File: src/design/fpa_pkg.sv
// ----------------------------------------------------------------------------
// fpa_pkg: shared types and codes for the fit partition allocator
// Item structs for both channels, the internal op format and engine states.
// ----------------------------------------------------------------------------
package fpa_pkg;

  localparam int SLOT_W     = 4;
  localparam int SIZE_W     = 20;
  localparam int POLICY_W   = 2;
  localparam int PARTS_W    = 5;
  localparam int CFG_IDX_W  = 2;
  localparam int CFG_DATA_W = 5;

  // Command codes
  localparam logic CMD_LOAD  = 1'b0;
  localparam logic CMD_ALLOC = 1'b1;

  // Policy codes (the unused code behaves as first fit)
  localparam logic [POLICY_W-1:0] POL_FIRST = 2'd0;
  localparam logic [POLICY_W-1:0] POL_BEST  = 2'd1;
  localparam logic [POLICY_W-1:0] POL_WORST = 2'd2;

  // Configuration register indexes
  localparam logic [CFG_IDX_W-1:0] CFG_POLICY = 2'd0;
  localparam logic [CFG_IDX_W-1:0] CFG_PARTS  = 2'd1;

  typedef struct packed {
    logic              cmd;
    logic [SLOT_W-1:0] slot_index;
    logic [SIZE_W-1:0] size_value;
  } fpa_in_t;

  typedef struct packed {
    logic              granted;
    logic [SLOT_W-1:0] chosen_slot;
    logic [SIZE_W-1:0] remaining_size;
  } fpa_out_t;

  // Classified op handed from front to back
  typedef struct packed {
    logic              is_alloc;
    logic              slot_ok;
    logic [SLOT_W-1:0] slot;
    logic [SIZE_W-1:0] size;
  } fpa_op_t;

  // Handshake between front queue and back engine
  typedef struct packed {
    logic    valid;
    fpa_op_t op;
  } fpa_q_t;

  typedef enum logic [1:0] {
    ENG_IDLE,
    ENG_SCAN,
    ENG_FINISH
  } fpa_eng_state_t;

endpackage

File: src/design/fpa_front.sv
// ----------------------------------------------------------------------------
// fpa_front: input acceptance, classification and op queue
// Classifies each item as load or allocate, checks the load slot range and
// holds up to two ops for the back engine.
// ----------------------------------------------------------------------------
module fpa_front #(
  parameter int NUM_PARTITIONS = 16
) (
  input  logic            clk,
  input  logic            rst,
  input  logic            in_valid,
  output logic            in_stall,
  input  fpa_pkg::fpa_in_t in_item,
  output fpa_pkg::fpa_q_t  q_head,
  input  logic            q_pop
);
  import fpa_pkg::*;

  localparam int DEPTH = 2;

  fpa_op_t    entry [DEPTH];
  logic       wr_ptr;
  logic       rd_ptr;
  logic [1:0] fill;
  logic       push;
  fpa_op_t    op_in;

  // Classify the incoming item
  always_comb begin
    op_in.is_alloc = (in_item.cmd == CMD_ALLOC);
    op_in.slot_ok  = (32'(in_item.slot_index) < 32'(NUM_PARTITIONS));
    op_in.slot     = in_item.slot_index;
    op_in.size     = in_item.size_value;
  end

  assign in_stall = (fill == 2'(DEPTH));
  assign push     = in_valid && !in_stall;

  assign q_head.valid = (fill != 2'd0);
  assign q_head.op    = entry[rd_ptr];

  // Queue storage
  always_ff @(posedge clk) begin
    if (push) begin
      entry[wr_ptr] <= op_in;
    end
  end

  // Queue pointers
  always_ff @(posedge clk) begin
    if (rst) begin
      wr_ptr <= 1'b0;
      rd_ptr <= 1'b0;
      fill   <= 2'd0;
    end else begin
      if (push) begin
        wr_ptr <= ~wr_ptr;
      end
      if (q_pop) begin
        rd_ptr <= ~rd_ptr;
      end
      fill <= fill + 2'(push) - 2'(q_pop);
    end
  end

endmodule

File: src/design/fpa_back.sv
// ----------------------------------------------------------------------------
// fpa_back: partition table and fit search engine
// Executes loads directly; allocates scan the table one entry per cycle
// through a shared comparator, then write back the chosen partition.
// ----------------------------------------------------------------------------
module fpa_back #(
  parameter int NUM_PARTITIONS = 16,
  parameter int SIZE_BITS      = 20
) (
  input  logic                           clk,
  input  logic                           rst,
  input  fpa_pkg::fpa_q_t                q_head,
  output logic                           q_pop,
  input  logic [fpa_pkg::POLICY_W-1:0]   policy,
  input  logic [fpa_pkg::PARTS_W-1:0]    parts_in_use,
  output logic                           out_valid,
  input  logic                           out_stall,
  output fpa_pkg::fpa_out_t              out_item
);
  import fpa_pkg::*;

  localparam int IDX_W = $clog2(NUM_PARTITIONS);
  localparam int CNT_W = $clog2(NUM_PARTITIONS + 1);

  // Table storage; valid bits stand in for the zero reset
  logic [SIZE_BITS-1:0] mem [NUM_PARTITIONS];
  logic [NUM_PARTITIONS-1:0] vld;

  fpa_eng_state_t state, state_next;

  logic [CNT_W-1:0]     idx;
  logic [CNT_W-1:0]     count;
  logic [CNT_W-1:0]     count_next;
  logic [SIZE_BITS-1:0] req_size;
  logic                 rd_pending;
  logic [IDX_W-1:0]     rd_idx;
  logic [SIZE_BITS-1:0] rd_data;
  logic                 rd_vld;
  logic                 found;
  logic [IDX_W-1:0]     pick;
  logic [SIZE_BITS-1:0] best_f;

  logic                 out_free;
  logic                 rd_en;
  logic                 wr_en;
  logic [IDX_W-1:0]     wr_addr;
  logic [SIZE_BITS-1:0] wr_data;
  logic                 res_load;
  fpa_out_t             res_next;
  logic [SIZE_BITS-1:0] f;
  logic                 take;

  assign out_free = !out_valid || !out_stall;
  assign rd_en    = (state == ENG_SCAN) && (idx < count);

  // Saturate the search count to the table depth
  assign count_next = (32'(parts_in_use) > 32'(NUM_PARTITIONS))
                    ? CNT_W'(NUM_PARTITIONS) : CNT_W'(parts_in_use);

  // Shared comparator on the entry read last cycle
  always_comb begin
    f    = rd_vld ? rd_data : '0;
    take = rd_pending && (req_size <= f) &&
           (!found || ((policy == POL_BEST) && (f < best_f)) ||
            ((policy == POL_WORST) && (f > best_f)));
  end

  // Next state
  always_comb begin
    state_next = state;
    case (state)
      ENG_IDLE: begin
        if (q_head.valid && out_free && q_head.op.is_alloc) begin
          state_next = ENG_SCAN;
        end
      end
      ENG_SCAN: begin
        if ((idx == count) && !rd_pending) begin
          state_next = ENG_FINISH;
        end
      end
      ENG_FINISH: state_next = ENG_IDLE;
      default:    state_next = ENG_IDLE;
    endcase
  end

  // Engine outputs
  always_comb begin
    q_pop    = 1'b0;
    wr_en    = 1'b0;
    wr_addr  = pick;
    wr_data  = best_f - req_size;
    res_load = 1'b0;
    res_next = '0;
    case (state)
      ENG_IDLE: begin
        q_pop   = q_head.valid && out_free;
        wr_addr = IDX_W'(q_head.op.slot);
        wr_data = SIZE_BITS'(q_head.op.size);
        if (q_pop && !q_head.op.is_alloc) begin
          wr_en                = q_head.op.slot_ok;
          res_load             = 1'b1;
          res_next.chosen_slot = q_head.op.slot;
          res_next.remaining_size =
            q_head.op.slot_ok ? SIZE_W'(SIZE_BITS'(q_head.op.size)) : '0;
        end
      end
      ENG_SCAN: begin
      end
      ENG_FINISH: begin
        wr_en    = found;
        res_load = 1'b1;
        if (found) begin
          res_next.granted        = 1'b1;
          res_next.chosen_slot    = SLOT_W'(pick);
          res_next.remaining_size = SIZE_W'(best_f - req_size);
        end
      end
      default: begin
      end
    endcase
  end

  // Table memory: one read and one write port
  always_ff @(posedge clk) begin
    if (wr_en) begin
      mem[wr_addr] <= wr_data;
    end
    if (rd_en) begin
      rd_data <= mem[idx[IDX_W-1:0]];
    end
  end

  // Valid bits and the matching read flag
  always_ff @(posedge clk) begin
    if (rst) begin
      vld    <= '0;
      rd_vld <= 1'b0;
    end else begin
      if (wr_en) begin
        vld[wr_addr] <= 1'b1;
      end
      if (rd_en) begin
        rd_vld <= vld[idx[IDX_W-1:0]];
      end
    end
  end

  // Control state
  always_ff @(posedge clk) begin
    if (rst) begin
      state      <= ENG_IDLE;
      rd_pending <= 1'b0;
      out_valid  <= 1'b0;
    end else begin
      state      <= state_next;
      rd_pending <= rd_en;
      if (res_load) begin
        out_valid <= 1'b1;
      end else if (!out_stall) begin
        out_valid <= 1'b0;
      end
    end
  end

  // Search datapath
  always_ff @(posedge clk) begin
    rd_idx <= idx[IDX_W-1:0];
    if (state == ENG_IDLE) begin
      idx      <= '0;
      found    <= 1'b0;
      count    <= count_next;
      req_size <= SIZE_BITS'(q_head.op.size);
    end else if (state == ENG_SCAN) begin
      if (rd_en) begin
        idx <= idx + 1'b1;
      end
      if (take) begin
        found  <= 1'b1;
        pick   <= rd_idx;
        best_f <= f;
      end
    end
    if (res_load) begin
      out_item <= res_next;
    end
  end

endmodule

File: src/design/fit_partition_allocator.sv
// ----------------------------------------------------------------------------
// fit_partition_allocator: fixed partition allocator, first/best/worst fit
// Keeps a table of partition free sizes and grants allocate requests.
// ----------------------------------------------------------------------------
// Usage:
//   in_valid/in_stall/in_item carry load and allocate items; a load writes
//   one partition's free size, an allocate asks for a request size.
//   out_valid/out_stall/out_item return one result item per input item,
//   in order. cfg_valid/cfg_ready/cfg_index/cfg_data write the policy
//   (index 0) and the number of partitions searched (index 1) while idle.
// Flow:
//   A load passes through the queue to the idle engine, which writes the
//   table entry and the result register together; loads can follow one
//   per cycle while the output is not stalled. An allocate is taken by
//   the idle engine, which latches the request size and the number of
//   partitions searched; the table has one read port, so the scan reads
//   one entry per cycle and the comparator checks each entry after its
//   read. The engine then closes the scan, writes back the chosen entry
//   and loads the result, and takes no next op until it is idle again.
// Reset: the table reads as all zero, policy is first fit, 16 searched.
// Stall: a two-entry queue takes items while the engine or the result
//   register is busy; in_stall is high while the queue is full.
// ----------------------------------------------------------------------------
module fit_partition_allocator #(
  parameter int NUM_PARTITIONS = 16,
  parameter int SIZE_BITS      = 20
) (
  input  logic                            clk,
  input  logic                            rst,
  input  logic                            in_valid,
  output logic                            in_stall,
  input  fpa_pkg::fpa_in_t                in_item,
  output logic                            out_valid,
  input  logic                            out_stall,
  output fpa_pkg::fpa_out_t               out_item,
  input  logic                            cfg_valid,
  output logic                            cfg_ready,
  input  logic [fpa_pkg::CFG_IDX_W-1:0]   cfg_index,
  input  logic [fpa_pkg::CFG_DATA_W-1:0]  cfg_data
);
  import fpa_pkg::*;

  logic [POLICY_W-1:0] policy;
  logic [PARTS_W-1:0]  parts_in_use;
  fpa_q_t              q_head;
  logic                q_pop;

  assign cfg_ready = 1'b1;

  // Configuration registers
  always_ff @(posedge clk) begin
    if (rst) begin
      policy       <= POL_FIRST;
      parts_in_use <= PARTS_W'(16);
    end else if (cfg_valid && cfg_ready) begin
      case (cfg_index)
        CFG_POLICY: policy       <= cfg_data[POLICY_W-1:0];
        CFG_PARTS:  parts_in_use <= cfg_data[PARTS_W-1:0];
        default: begin
        end
      endcase
    end
  end

  fpa_front #(
    .NUM_PARTITIONS (NUM_PARTITIONS)
  ) u_front (
    .clk      (clk),
    .rst      (rst),
    .in_valid (in_valid),
    .in_stall (in_stall),
    .in_item  (in_item),
    .q_head   (q_head),
    .q_pop    (q_pop)
  );

  fpa_back #(
    .NUM_PARTITIONS (NUM_PARTITIONS),
    .SIZE_BITS      (SIZE_BITS)
  ) u_back (
    .clk          (clk),
    .rst          (rst),
    .q_head       (q_head),
    .q_pop        (q_pop),
    .policy       (policy),
    .parts_in_use (parts_in_use),
    .out_valid    (out_valid),
    .out_stall    (out_stall),
    .out_item     (out_item)
  );

endmodule
File: config.mk
export PLATFORM = sky130hd
export DESIGN_NAME = fit_partition_allocator
export DESIGN_NICKNAME = d
export VERILOG_FILES = /design/src/design/fpa_pkg.sv /design/src/design/fpa_front.sv /design/src/design/fpa_back.sv /design/src/design/fit_partition_allocator.sv
export SDC_FILE = /design/constraint.sdc
export NUM_CORES = 1
export LEC_CHECK = 0
export ABC_CLOCK_PERIOD_IN_PS = 8900
export BUFFER_PORTS_ARGS = -buffer_cell sky130_fd_sc_hd__buf_4
export CORE_MARGIN = 3
export CORE_UTILIZATION = 60
export CTS_CLUSTER_SIZE = 28
export DETAILED_ROUTE_END_ITERATION = 16
export PLACE_DENSITY = 0.77
export SLEW_MARGIN = 25
export SYNTH_ARGS = -nofsm -noshare
export SYNTH_HDL_FRONTEND = slang
export SYNTH_HIERARCHICAL = 1
export SYNTH_SLANG_ARGS = --single-unit
File: constraint.sdc
create_clock -name clk -period 8.9 [get_ports clk]
set_input_delay 0.89 -clock clk [delete_from_list [all_inputs] [get_ports clk]]
set_output_delay 0.89 -clock clk [all_outputs]
set_load 0.1 [all_outputs]
=== Word-level counts from Yosys, hierarchy flattened ===
Memory sizes are Yosys's and may differ from the RTL's. A register that Yosys moved wholly into a read port is not among the register bits.
Cells that the tools add are included.

* Memory bits (read-only): 0
* Word-level logic and storage cells: 104
* Register bits after elaboration: 116
* Bits in writable memories: 370
* Output and inout bits: 28
* Input bits: 37
* Memories kept: 2
* Latch bits: 0

* Reduce and logical (&&, ||, !) cells: 29
* Mux-type cells: 27
* Div/mod/pow operators: 0
* Multipliers: 0
* Magnitude comparators: 8
* Bitwise gates (word level): 4
* Add/sub/neg operators: 4
* Equality and inequality tests: 10
* Shifts and indexed selects: 0

{| class="wikitable"
|+ Memories
! memory !! depth !! width !! rd ports !! clocked after memory_dff !! write ports !! RTL line !! RTL
|-
| u_back.mem || 16 || 20 || 1 || 1 || 1 || fpa_back.sv:26 || <nowiki>logic [SIZE_BITS-1:0] mem [NUM_PARTITIONS];</nowiki>
|-
| u_front.entry || 2 || 25 || 1 || 1 || 1 || fpa_front.sv:21 || <nowiki>fpa_op_t entry [DEPTH];</nowiki>
|}

{| class="wikitable"
|+ Operator list
! kind !! count
|-
| two-way mux 20 bit || 3
|-
| case mux 24 bit (2 select lines) || 1
|-
| two-way mux 25 bit || 1
|-
| two-way mux 24 bit || 1
|-
| greater-than comparator 20 bit || 1
|-
| less-or-equal comparator 20 bit || 1
|-
| less-than comparator 20 bit || 1
|-
| subtractor 20 bit || 1
|-
| OR 16 bit || 1
|-
| two-way mux 1 bit || 13
|-
| logical AND 1 bit || 11
|-
| less-than comparator 4 x 5 -> 1 bit (second input constant) || 2
|-
| AND reduction 2 bit || 5
|-
| == test 2 x 1 -> 1 bit (second input constant) || 3
|-
| == test 2 bit (second input constant) || 3
|-
| logical NOT 1 bit || 6
|-
| adder 5 x 1 -> 5 bit (second input constant) || 1
|-
| == test 5 bit || 1
|-
| greater-than comparator 5 bit (second input constant) || 1
|-
| less-than comparator 5 bit || 1
|-
| binary-select mux 1 bit (select 4 bit) || 1
|-
| demux 1 bit (select 4 bit) || 1
|-
| >= comparator 4 x 1 -> 1 bit (second input constant) || 1
|-
| logical NOT 2 bit || 2
|-
| other kinds (12) || 19
|}

=== Depth between registers and ports, before layout ===
* Depth in word-level cells: 8
* Mapped depth: 12
* Mapped depth without buffers: 11

=== Hierarchy ===
Netlist, hierarchy kept.

{| class="wikitable"
|+ Modules (own cells, without submodules)
! module !! cells an instance !! instances !! area each (µm²)
|-
| fpa_back || 1,092 || 1 || 18,940.7
|-
| fpa_front || 105 || 1 || 2,048.2
|-
| fit_partition_allocator || 32 || 1 || 327.8
|}

=== Worst setup path before layout ===
Ideal clock, no wire load.

* Path type: input to register
* Start point: input out_stall
* End point: memory u_back.mem[14][0], enable pin
* Required time: 8.475 ns
* Path buffers: 0
* Arrival time: 3.145 ns
* Path slack: 5.330 ns
* Cell stages on the path: 5
* Path through: a21bo_2 > nor2_1 > and2_1 > a32oi_2 > nor3_1

* Word-level cells in the longest chain between the ends: 8

{| class="wikitable"
|+ Ends and longest elaborated chain
! item !! RTL line !! RTL
|-
| start: declaration || fit_partition_allocator.sv:34 || <nowiki>input logic out_stall,</nowiki>
|-
| logical NOT 1 bit || fpa_back.sv:53 || <nowiki>assign out_free = !out_valid || !out_stall;</nowiki>
|-
| logical OR 1 bit || fpa_back.sv:53 ||
|-
| logical AND 1 bit || fpa_back.sv:97 || <nowiki>q_pop = q_head.valid && out_free;</nowiki>
|-
| logical AND 1 bit || fpa_back.sv:100 || <nowiki>if (q_pop && !q_head.op.is_alloc) begin</nowiki>
|-
| two-way mux 1 bit || fpa_back.sv:100 ||
|-
| case mux 1 bit (2 select lines) || fpa_back.sv:95 || <nowiki>case (state)</nowiki>
|-
| two-way mux 1 bit || fpa_back.sv:126 || <nowiki>if (wr_en) begin</nowiki>
|-
| two-way mux 1 bit (implied by the code) || fpa_back.sv:127 || <nowiki>mem[wr_addr] <= wr_data;</nowiki>
|-
| end: declaration || fpa_back.sv:26 ||
|}

No other way between the ends.

=== Worst setup path in the final report ===
* Start point: register u_back.state[0]
* End point: memory u_back.mem[15][8], enable pin

* Word-level cells in the longest chain between the ends: 4

{| class="wikitable"
|+ Ends and longest elaborated chain
! item !! RTL line !! RTL
|-
| start: declaration || fpa_back.sv:29 || <nowiki>fpa_eng_state_t state, state_next;</nowiki>
|-
| start signal: assignment || fpa_back.sv:156 || <nowiki>state <= state_next;</nowiki>
|-
| == test 2 bit / logical NOT 2 bit (equally long branches) || fpa_back.sv:95 ||
|-
| case mux 1 bit (2 select lines) || fpa_back.sv:95 ||
|-
| two-way mux 1 bit || fpa_back.sv:126 ||
|-
| two-way mux 1 bit (implied by the code) || fpa_back.sv:127 ||
|}

Parallel ways exist; a longest one is shown, timed or not.

==> results_dict.tcl <==
set metrics [dict create \
    rsz0062_at_grt "false" \
    num_cts_buffers 50 \
    relSlewSlack_pct 34.4 \
    post_cts_resized 0 \
    antennaDiodeCount 0 \
    final_core_utilization_pct 69.2 \
    yosys_register_bits 507 \
    timing.reg2reg.setup_slack_ps 5160 \
    cp_data_arrival_time_ps 4010 \
    timing.setup.critical_path_class "register to register" \
    fin_setup_tns_ps 0 \
    worst_ep_required_time_ps 9170 \
    vdd_ir_drop_max_mv 0.289 \
    grt_pass1_wl_um 70000 \
    post_cts_setup_repair_buffer_count 0 \
    cell_internal_pwr_mw 4.73 \
    fp.dieArea_um2 37800 \
    power.static_leakage_nw 8.46 \
    register_area_um2 14800 \
    filler_cell_count 2157 \
    final.setup_skew_ps 11.6 \
    routability_congestion_estimate 0.845 \
    timing_max_transition_violations_final 0 \
    worst_pin_slew_ps 982 \
    number_of_flops_mapped_to_enable_cells_by_yosys 464 \
    max_freq_mhz 268 \
    syn-instance-count 1229 \
    placement.setup.worst_slack_ps 4900 \
    nNetsFinal 1430 \
    hold_viol_final 0 \
    async_flop_share_pct 0 \
    crit_path_max_fanout 75 \
    die-height_um 194 \
    cp-start-kind "register" \
    grt_remaining_overflow 0 \
    instances_no_fill 1824 \
    layout_min_cycle_time_ps 3740 \
    synth_seq_area_share_pct 69.4 \
    grt_util_all_layers_pct 24.9 \
    route.detailed.drc 0 \
    netlist-cell-type-count 66 \
    worst_hold_path.num_cells 0 \
    worstSkewPairLatency_ps 590 \
    h_tree_lvl_count 2 \
    combined_area_of_the_multi_input_logic_cells_um2 6050 \
    sw_frac_of_total_pct 30.4 \
    buffer_ports.inserted 63 \
    post_layout_total_power_mw 6.80 \
    count_of_antenna_violating_nets_left_after_detailed_routing 0 \
    outcome "finished clean" \
    end_kind "register" \
    via_count_of_the_first_global_routing_pass 11497 \
    grt_start_max_net_pins 76 \
    io-pin-count 65 \
    maximum_buffer_depth_of_the_clock_tree 3 \
    synth_area_um2 21300 \
    pwr-share-clk_pct 31.4 \
    dpl.cell_count 1730 \
    power_dissipated_by_switching_net_loads_mw 2.07 \
    synth.yosys.warnings 6 \
    postSynthNetCount 1332 \
    tritoncts_num_sinks 507 \
    power_frac_comb_pct 22.1 \
    rows 68 \
    seq_power_share_pct 46.5 \
    avgRoutedWirePerCell_um 25.4 \
    worst_r2r_path_depth 7 \
    setup-violations-final 0 \
    max_cap_violations 0 \
    cts_tree "yes" \
    num_vias 11247 \
    hold_fix_buffer_count_after_cts 0 \
    drt-pass1-iter-count 7 \
    hold-worst-slack_ps 406 \
    wirelength_um 46400 \
    dr.first_iter.drc_count 1067 \
    finalCritPeriodShare_pct 42.0 \
    pwrdens_nw_per_um2 282 \
    setup_slack_ps 5160 \
    number_of_antenna_violations_at_the_first_check_in_global_routing 1 \
    area_growth_syn_to_layout_pct 13.0 \
    most_frequently_used_flop_master_after_synthesis "sky130_fd_sc_hd__edfxtp_1" \
    die_width_um 194 \
    core_area_um2 34800 \
    dp.final_hpwl_um 29400 \
    syn_area_per_cell_um2 17.3 \
    cts_root_buf "sky130_fd_sc_hd__clkbuf_16" \
    cts.clk_slew.worst_paths_ps 60 \
    worst_hold_path_type "register to register" \
    placedInstanceArea_um2 22400 \
    initial_utilization_pct 61.3 \
    finalInstanceArea_um2 24100 \
    routed_via_density 6.17 \
    drive_above_1_share_pct 22.7 \
]
## flip-flops by register name (all words and copies together), names as in the netlist, 2 cells and up, named ones only
| signal | count |
|---|---|
| u_back/mem | 320 |
| u_front/entry | 50 |
| u_back/out_item | 25 |
| u_back/best_f | 20 |
| u_back/rd_data | 20 |
| u_back/req_size | 20 |
| u_back/vld | 16 |
| parts_in_use | 5 |
| u_back/count | 5 |
| u_back/idx | 5 |
| u_back/pick | 4 |
| u_back/rd_idx | 4 |
| policy | 2 |
| u_back/state | 2 |
| u_front/fill | 2 |
## power groups by stage
stage               logic (mW)  registers [mW]  clock network (mW)
CTS                       1.49            3.16                2.18
floorplan                0.788            3.37                   0
finish                    1.50            3.16                2.14
global route              1.62            3.18                2.28
detailed placement        1.48            3.21                   0
global placement          1.42            3.21                   0
## layout make-up
cell class	count	area share (%)
Sequential cell	507	61.4
Inverter	77	1.20
Multi-Input combinational cell	598	25.1
Tap cell	455	2.36
Timing Repair Buffer	93	2.91
Clock buffer	59	5.46
Clock inverter	35	1.52
## worst paths after layout
kind                    start                 to
min          u_back/rd_idx[2]     u_back/pick[2]
max reg2reg   u_back/state[0]  u_back/mem[15][8]
min reg2reg  u_back/rd_idx[2]     u_back/pick[2]
max           u_back/state[0]  u_back/mem[15][8]
## worst max-delay path: stages, from the launching register on
cell and delay (ps):
sky130_fd_sc_hd__dfxtp_1 440, sky130_fd_sc_hd__or2_1 440, sky130_fd_sc_hd__inv_2 150, sky130_fd_sc_hd__buf_4 640, sky130_fd_sc_hd__nand3_1 190, sky130_fd_sc_hd__o21a_1 300, sky130_fd_sc_hd__nor3_2 840, sky130_fd_sc_hd__buf_4 390
## cells in the mapped netlist (all sizes together) (14+ instances only)
cell type | number | area, µm²
nor2 | 66 | 248
a21oi | 46 | 230
mux2 | 25 | 282
buf | 25 | 231
dfxtp | 43 | 861
nand2 | 61 | 229
xor2 | 17 | 149
edfxtp | 464 | 13900
nor3 | 14 | 85.1
clkbuf | 22 | 82.6
nand2b | 19 | 121
o21ai | 37 | 185
mux4 | 105 | 2490
ha | 65 | 813
nor2b | 14 | 87.6
inv | 77 | 289
o22ai | 18 | 113
## cell usage in the layout, fill, tap and decap left out, types with 5 or more instances in the layout
master / count
sky130_fd_sc_hd__clkinv_1: 8
sky130_fd_sc_hd__nor2_4: 8
sky130_fd_sc_hd__edfxtp_1: 464
sky130_fd_sc_hd__inv_1: 74
sky130_fd_sc_hd__o21ai_1: 10
sky130_fd_sc_hd__mux4_1: 34
sky130_fd_sc_hd__nor2b_1: 14
sky130_fd_sc_hd__clkinv_2: 8
sky130_fd_sc_hd__nor3_1: 9
sky130_fd_sc_hd__dfxtp_1: 40
sky130_fd_sc_hd__nand4_1: 8
sky130_fd_sc_hd__nor2_1: 53
sky130_fd_sc_hd__nor2_2: 5
sky130_fd_sc_hd__o22ai_1: 18
sky130_fd_sc_hd__o21a_1: 6
sky130_fd_sc_hd__mux4_2: 71
sky130_fd_sc_hd__buf_4: 92
sky130_fd_sc_hd__ha_1: 65
sky130_fd_sc_hd__nand2_1: 61
sky130_fd_sc_hd__bufinv_16: 6
sky130_fd_sc_hd__mux2_2: 25
sky130_fd_sc_hd__nand2b_1: 18
sky130_fd_sc_hd__mux2i_1: 10
sky130_fd_sc_hd__xor2_1: 17
sky130_fd_sc_hd__a21o_1: 12
sky130_fd_sc_hd__clkbuf_16: 50
sky130_fd_sc_hd__o21ai_0: 23
sky130_fd_sc_hd__clkbuf_1: 6
sky130_fd_sc_hd__xnor2_1: 11
sky130_fd_sc_hd__nand3_1: 10
sky130_fd_sc_hd__a21oi_1: 45
## layer usage
metal  up-vias  GRT usage (%)  wire length [µm]
met1      5646           34.1             18400
met3        88           5.03              3470
li1       5026              -                 -
met4         2           10.7              1980
met5         -              0                13
met2       485           39.6             22500
## cells by family after synthesis
family,Yosys count,synth area share [%]
xor gates and xnor gates,28,1.15
adders and majority gates,66,3.91
buffers and inverters,124,2.83
DFF,507,69.4
AOI/OAI and AO/OA,148,4.36
and+or+nand+nor,213,4.77
other,2,0.0352
muxes,141,13.5
Power figures use the tool's default switching activity.
